$ cat config.mk
export PLATFORM = sky130hd
export DESIGN_NAME = e2q_queue
export DESIGN_NICKNAME = d
export VERILOG_FILES = /design/src/design/e2q_pkg.sv /design/src/design/e2q_queue.sv
export SDC_FILE = /design/constraint.sdc
export NUM_CORES = 2
export LEC_CHECK = 0
export BUFFER_PORTS_ARGS = -buffer_cell sky130_fd_sc_hd__buf_4
export CAP_MARGIN = 10
export CORE_UTILIZATION = 60
export DETAILED_ROUTE_END_ITERATION = 8
export MAX_ROUTING_LAYER = met4
export PLACE_DENSITY = 0.87
export SYNTH_ARGS = -nofsm -noshare
export SYNTH_HDL_FRONTEND = slang
export SYNTH_SLANG_ARGS = --single-unit
$ cat constraint.sdc
create_clock -name i_clk -period 8.8 [get_ports i_clk]
set_input_delay 0.44 -clock i_clk [delete_from_list [all_inputs] [get_ports i_clk]]
set_output_delay 0.44 -clock i_clk [all_outputs]
set_load 0.03 [all_outputs]
$ cat src/design/e2q_pkg.sv
//------------------------------------------------------------------------------
// e2q_pkg
// shared types, constants and fixed-point helpers for the euler-to-quaternion core
//------------------------------------------------------------------------------
package e2q_pkg;

    localparam int unsigned PHASE_BITS = 32;
    localparam int unsigned Q          = 30;
    localparam logic [31:0] PI4_Q32    = 32'd3373259426;
    localparam int unsigned NUM_TERMS  = 6;
    localparam logic [30:0] ONE_Q30    = 31'h4000_0000;

    // horner divisors, applied in order
    localparam logic [7:0] SIN_DIV [NUM_TERMS] = '{8'd156, 8'd110, 8'd72, 8'd42, 8'd20, 8'd6};
    localparam logic [7:0] COS_DIV [NUM_TERMS] = '{8'd132, 8'd90, 8'd56, 8'd30, 8'd12, 8'd2};

    // each divisor is 2^pre times an odd part; the odd part is taken out by a
    // reciprocal multiply and shift, exact for every dividend below 2^29
    localparam int unsigned SIN_PRE [NUM_TERMS] = '{2, 1, 3, 1, 2, 1};
    localparam logic [29:0] SIN_RCP [NUM_TERMS] = '{30'd881018933, 30'd624722516,
                                                    30'd954437177, 30'd818089009,
                                                    30'd858993460, 30'd715827883};
    localparam int unsigned SIN_RSH [NUM_TERMS] = '{35, 35, 33, 34, 32, 31};
    localparam int unsigned COS_PRE [NUM_TERMS] = '{2, 1, 3, 1, 2, 1};
    localparam logic [29:0] COS_RCP [NUM_TERMS] = '{30'd1041204193, 30'd763549742,
                                                    30'd613566757, 30'd572662307,
                                                    30'd715827883, 30'd536870912};
    localparam int unsigned COS_RSH [NUM_TERMS] = '{35, 35, 32, 33, 31, 29};

    // reduced angle after octant folding
    typedef struct packed {
        logic [30:0] u;
        logic        upper;
        logic        quad;
    } t_fold;

    // sine and cosine of one half angle, signed q30
    typedef struct packed {
        logic signed [31:0] s;
        logic signed [31:0] c;
    } t_sc;

    typedef struct packed {
        t_sc r;
        t_sc p;
        t_sc y;
    } t_sc3;

    // first half of a horner step: round(x2*h), then the power-of-two part
    function automatic logic [28:0] horner_pre(input logic [30:0] x2, input logic [30:0] h,
                                               input int unsigned sh);
        logic [61:0] prod;
        logic [31:0] t;
        prod = x2 * h + 62'(1 << 29);
        t    = prod[61:30] >> sh;
        return t[28:0];
    endfunction

    // second half: 2^30 - t/odd by reciprocal multiply
    function automatic logic [30:0] horner_post(input logic [28:0] tq, input logic [29:0] m,
                                                input int unsigned sh);
        logic [58:0] prod;
        logic [58:0] q;
        prod = tq * m;
        q    = prod >> sh;
        return ONE_Q30 - q[30:0];
    endfunction

    // signed q30 product, rounded half away from zero
    function automatic logic signed [31:0] mulq(input logic signed [31:0] a,
                                                input logic signed [31:0] b);
        logic signed [63:0] p;
        logic        [63:0] m;
        logic        [63:0] r;
        p = a * b;
        m = p[63] ? 64'(-p) : 64'(p);
        r = (m + 64'(1 << 29)) >> 30;
        return p[63] ? -32'(r) : 32'(r);
    endfunction

endpackage

$ cat src/design/e2q_queue.sv
//------------------------------------------------------------------------------
// e2q_queue
// small fifo between the sine/cosine front and the product back
//------------------------------------------------------------------------------
module e2q_queue #(
    parameter int unsigned DEPTH = 16
) (
    input  logic          i_clk,
    input  logic          i_rst_n,
    input  logic          i_push,
    input  e2q_pkg::t_sc3 i_data,
    input  logic          i_pop,
    output logic          o_valid,
    output e2q_pkg::t_sc3 o_data,
    output logic [$clog2(DEPTH+1)-1:0] o_count
);
    import e2q_pkg::*;

    localparam int unsigned AW = $clog2(DEPTH);

    t_sc3                     r_mem [DEPTH];
    logic [AW-1:0]            r_wp;
    logic [AW-1:0]            r_rp;
    logic [$clog2(DEPTH+1)-1:0] r_cnt;

    always_ff @(posedge i_clk) begin
        if (!i_rst_n) begin
            r_wp  <= '0;
            r_rp  <= '0;
            r_cnt <= '0;
        end else begin
            if (i_push) r_wp <= r_wp + 1'b1;
            if (i_pop)  r_rp <= r_rp + 1'b1;
            r_cnt <= r_cnt + (i_push ? 1'b1 : 1'b0) - (i_pop ? 1'b1 : 1'b0);
        end
    end

    always_ff @(posedge i_clk) begin
        if (i_push) r_mem[r_wp] <= i_data;
    end

    assign o_data  = r_mem[r_rp];
    assign o_valid = r_cnt != '0;
    assign o_count = r_cnt;

`ifndef SYNTHESIS
    a_no_over: assert property (@(posedge i_clk) disable iff (!i_rst_n)
        (r_cnt == DEPTH) |-> !i_push || i_pop) else $error("queue overflow");
    a_no_under: assert property (@(posedge i_clk) disable iff (!i_rst_n)
        i_pop |-> o_valid) else $error("queue underflow");
    a_ptrs: assert property (@(posedge i_clk) disable iff (!i_rst_n)
        (r_cnt == '0) |-> r_wp == r_rp) else $error("pointers disagree with count");
`endif

endmodule

==> out/results.txt <==
status -> finished, final reports clean
number of I/O pins -> 394
Die X -> 440 um
#FFs+latches synth -> 3089
top cells by area, synth -> edfxtp_1 (80%), mux4_2 (15%), a22oi_1 (1.4%)
Sw Share -> 22.3%
EDFF count, synth -> 3072
core area -> 191000 um2
vias in the first global route -> 60200
vias -> 57900
clk root buf -> clkbuf_16
Clk pin slew, worst setup/hold paths -> 0.07 ns
most common cell in the netlist -> edfxtp_1
# Post-CTS Setup Buffers -> 0
worst hold margin -> 0.318 ns
Sum Neg Setup Slack -> 0 ns
required time worst endpoint -> 8.36 ns
dominant cell type by area after synthesis -> edfxtp_1
reg2reg start -> r_wp[2]$_SDFFE_PN0P_
Via density -> 6.99
Leak -> 41.5 nW
Clock Skew -> 0.0716 ns
Worst path max stage delay -> 0.96 ns
Worst-Margin Slew -> 1.35 ns
Synthesized Nets -> 4995
Seq/Total Area, Yosys -> 80.3%
drt pass-1 iters -> 6
CTS sink count -> 3089
hold path start -> i_data[120]
Total GRT Usage -> 32.1%
Peak VDD IR -> 306 uV
top post-synthesis cells by count -> edfxtp_1 (3072), mux4_2 (768), a22oi_1 (216)
CTS Buffer Depth -> 4
Hold Vio Cnt, Final -> 0
share of cells above drive strength 1 -> 29.5%
Mapped Area -> 115000 um2
Final period util -> 58.7%
Final Max Slew Viols -> 0
1st-iter DRT viols -> 7793
Cell variety after synth -> 31
die area -> 194000 um2
Synth Flop Type -> edfxtp_1
maxcap violations -> 0
port bufs -> 393
Data arrival, critical path -> 4.72 ns
post-route cell area -> 133000 um2
DPL Wire Length -> 136000 um
CP Launch Type -> flip-flop
P&R area growth vs syn -> 15.1%
Die Y -> 440 um
endpoint class of the critical path -> output pin
Max transition margin -> 9.75%
first-pass GRT wire length -> 424000 um
Seq pwr share -> 51.4%
asr flop ratio synth -> 0%
DRC errors left -> 0
Avg Inst Size Synth -> 24.1 um2
Cell Chain, Critical Path -> buf_4 -> buf_4 -> mux4_2 -> o22ai_1 -> nor2_1 -> buf_4
RSZ-0062 raised after global routing -> false
Clk Latency, worst-skew pair -> 0.99 ns
crit path max-delay cell type -> buf_4
Fmax -> 194 MHz
WL final -> 301000 um
Reg2Reg Setup Slack -> 5.13 ns
Pwr Density -> 241 nW/um2
area share of the largest cell type after synthesis -> 80.0%
CTS tree -> done
final net count -> 5723
Internal Pwr Total -> 24.9 mW
Final Power -> 32.0 mW
Initial Util -> 60.5%
CTS Buf Count -> 310
Post-Syn Instances -> 4787
clock group share of total power -> 40.4%
worst min path class -> input pin to flip-flop
gpl congestion -> 0.741
Warnings, synthesis -> 0
Comb pwr share -> 8.2%
CP max FO -> 69
Final Util -> 69.7%
CP most frequent cell -> buf_4
kind of critical path -> flip-flop to output pin
row count -> 160
H-tree levels -> 5
initial antenna violation count -> 32
sw power -> 7.13 mW
final setup fails -> 0
antenna viol nets, final -> 0
min cycle time layout -> 5.16 ns
wire per inst -> 36.3 um
Cell Area, Placed -> 121000 um2
largest net degree at the start of global routing -> 154
GRT overflow -> 0
==> flip-flops by register name, summed over array words and instances, names as in the netlist, named ones only <==
name and cells:
o_count 5, r_wp 4, r_mem 3072, r_rp 4
==> per-stage QoR <==
stage	worst slack, ns	cells
finish	3.64	8281
CTS	3.59	8249
global placement	4.73	7518
floorplan	2.83	4787
global route	3.52	8273
detailed placement	4.61	7518
==> logic make-up (layout without fill, tap and decap cells) <==
kind of cell | count (synthesis) | in the layout | share of synthesized area, %
flops | 3089 | 3089 | 80.3
mux | 770 | 770 | 15.0
compound gates | 388 | 388 | 2.34
buf+inv | 266 | 1217 | 1.26
simple gates | 253 | 253 | 0.936
fa+ha+maj | 12 | 12 | 0.137
xor+xnor | 9 | 9 | 0.0683
other cells | 0 | 32 | 0
==> what timing repair did <==
item                      4_1_cts  5_1_grt
hold endpoints to repair     3089        0
gates resized for setup         0        0
hold buffers                  196        0
==> power by group through the flow <==
stage               combinational [mW]  sequential, mW  clock, mW
floorplan                         1.57            16.8          0
global placement                  2.40            16.7          0
detailed placement                2.48            16.8          0
CTS                               2.63            16.5       13.0
global route                      2.74            16.5       13.5
finish                            2.63            16.5       12.9
==> per-layer routing <==
layer  wire length, um  track usage (%)
met4             15300             15.4
met2            157000             53.5
met3             29400             5.58
met5                 0                -
met1             98600             38.3
==> critical path: cells and delay by family (launching register included) <==
family | cells | cell delay (ns)
DFF | 1 | 0.84
muxes | 1 | 0.43
AOI/OAI and AO/OA | 1 | 0.40
and+or+nand+nor | 1 | 0.12
buffers and inverters | 3 | 1.85
==> final timing paths <==
path                             end  cells past startpoint
max reg2reg  r_mem[1][101]$_DFFE_PP_                      4
max                       o_data[73]                      6
min          r_mem[4][120]$_DFFE_PP_                      2
min reg2reg     r_rp[3]$_SDFFE_PN0P_                      2
==> layout make-up <==
class	count	area, um2
sequential	3089	92600
fill	10400	57800
multi-input combinational	1432	21400
clock buffer	372	8140
timing repair buffer	674	5760
tap	2511	3140
clock inverter	163	1560
antenna	32	80.1
inverter	8	30.0
==> cells in the final DEF, fill, tap and decap left out, drive strengths merged, types with 30 or more instances in the layout <==
master / count
nor2: 89
a22oi: 216
mux4: 768
o22ai: 168
clkbuf: 372
diode: 32
bufinv: 30
edfxtp: 3072
clkinv: 113
nand2: 113
buf: 478
dlygate4sd3: 196
Power figures use the tool's default switching activity.
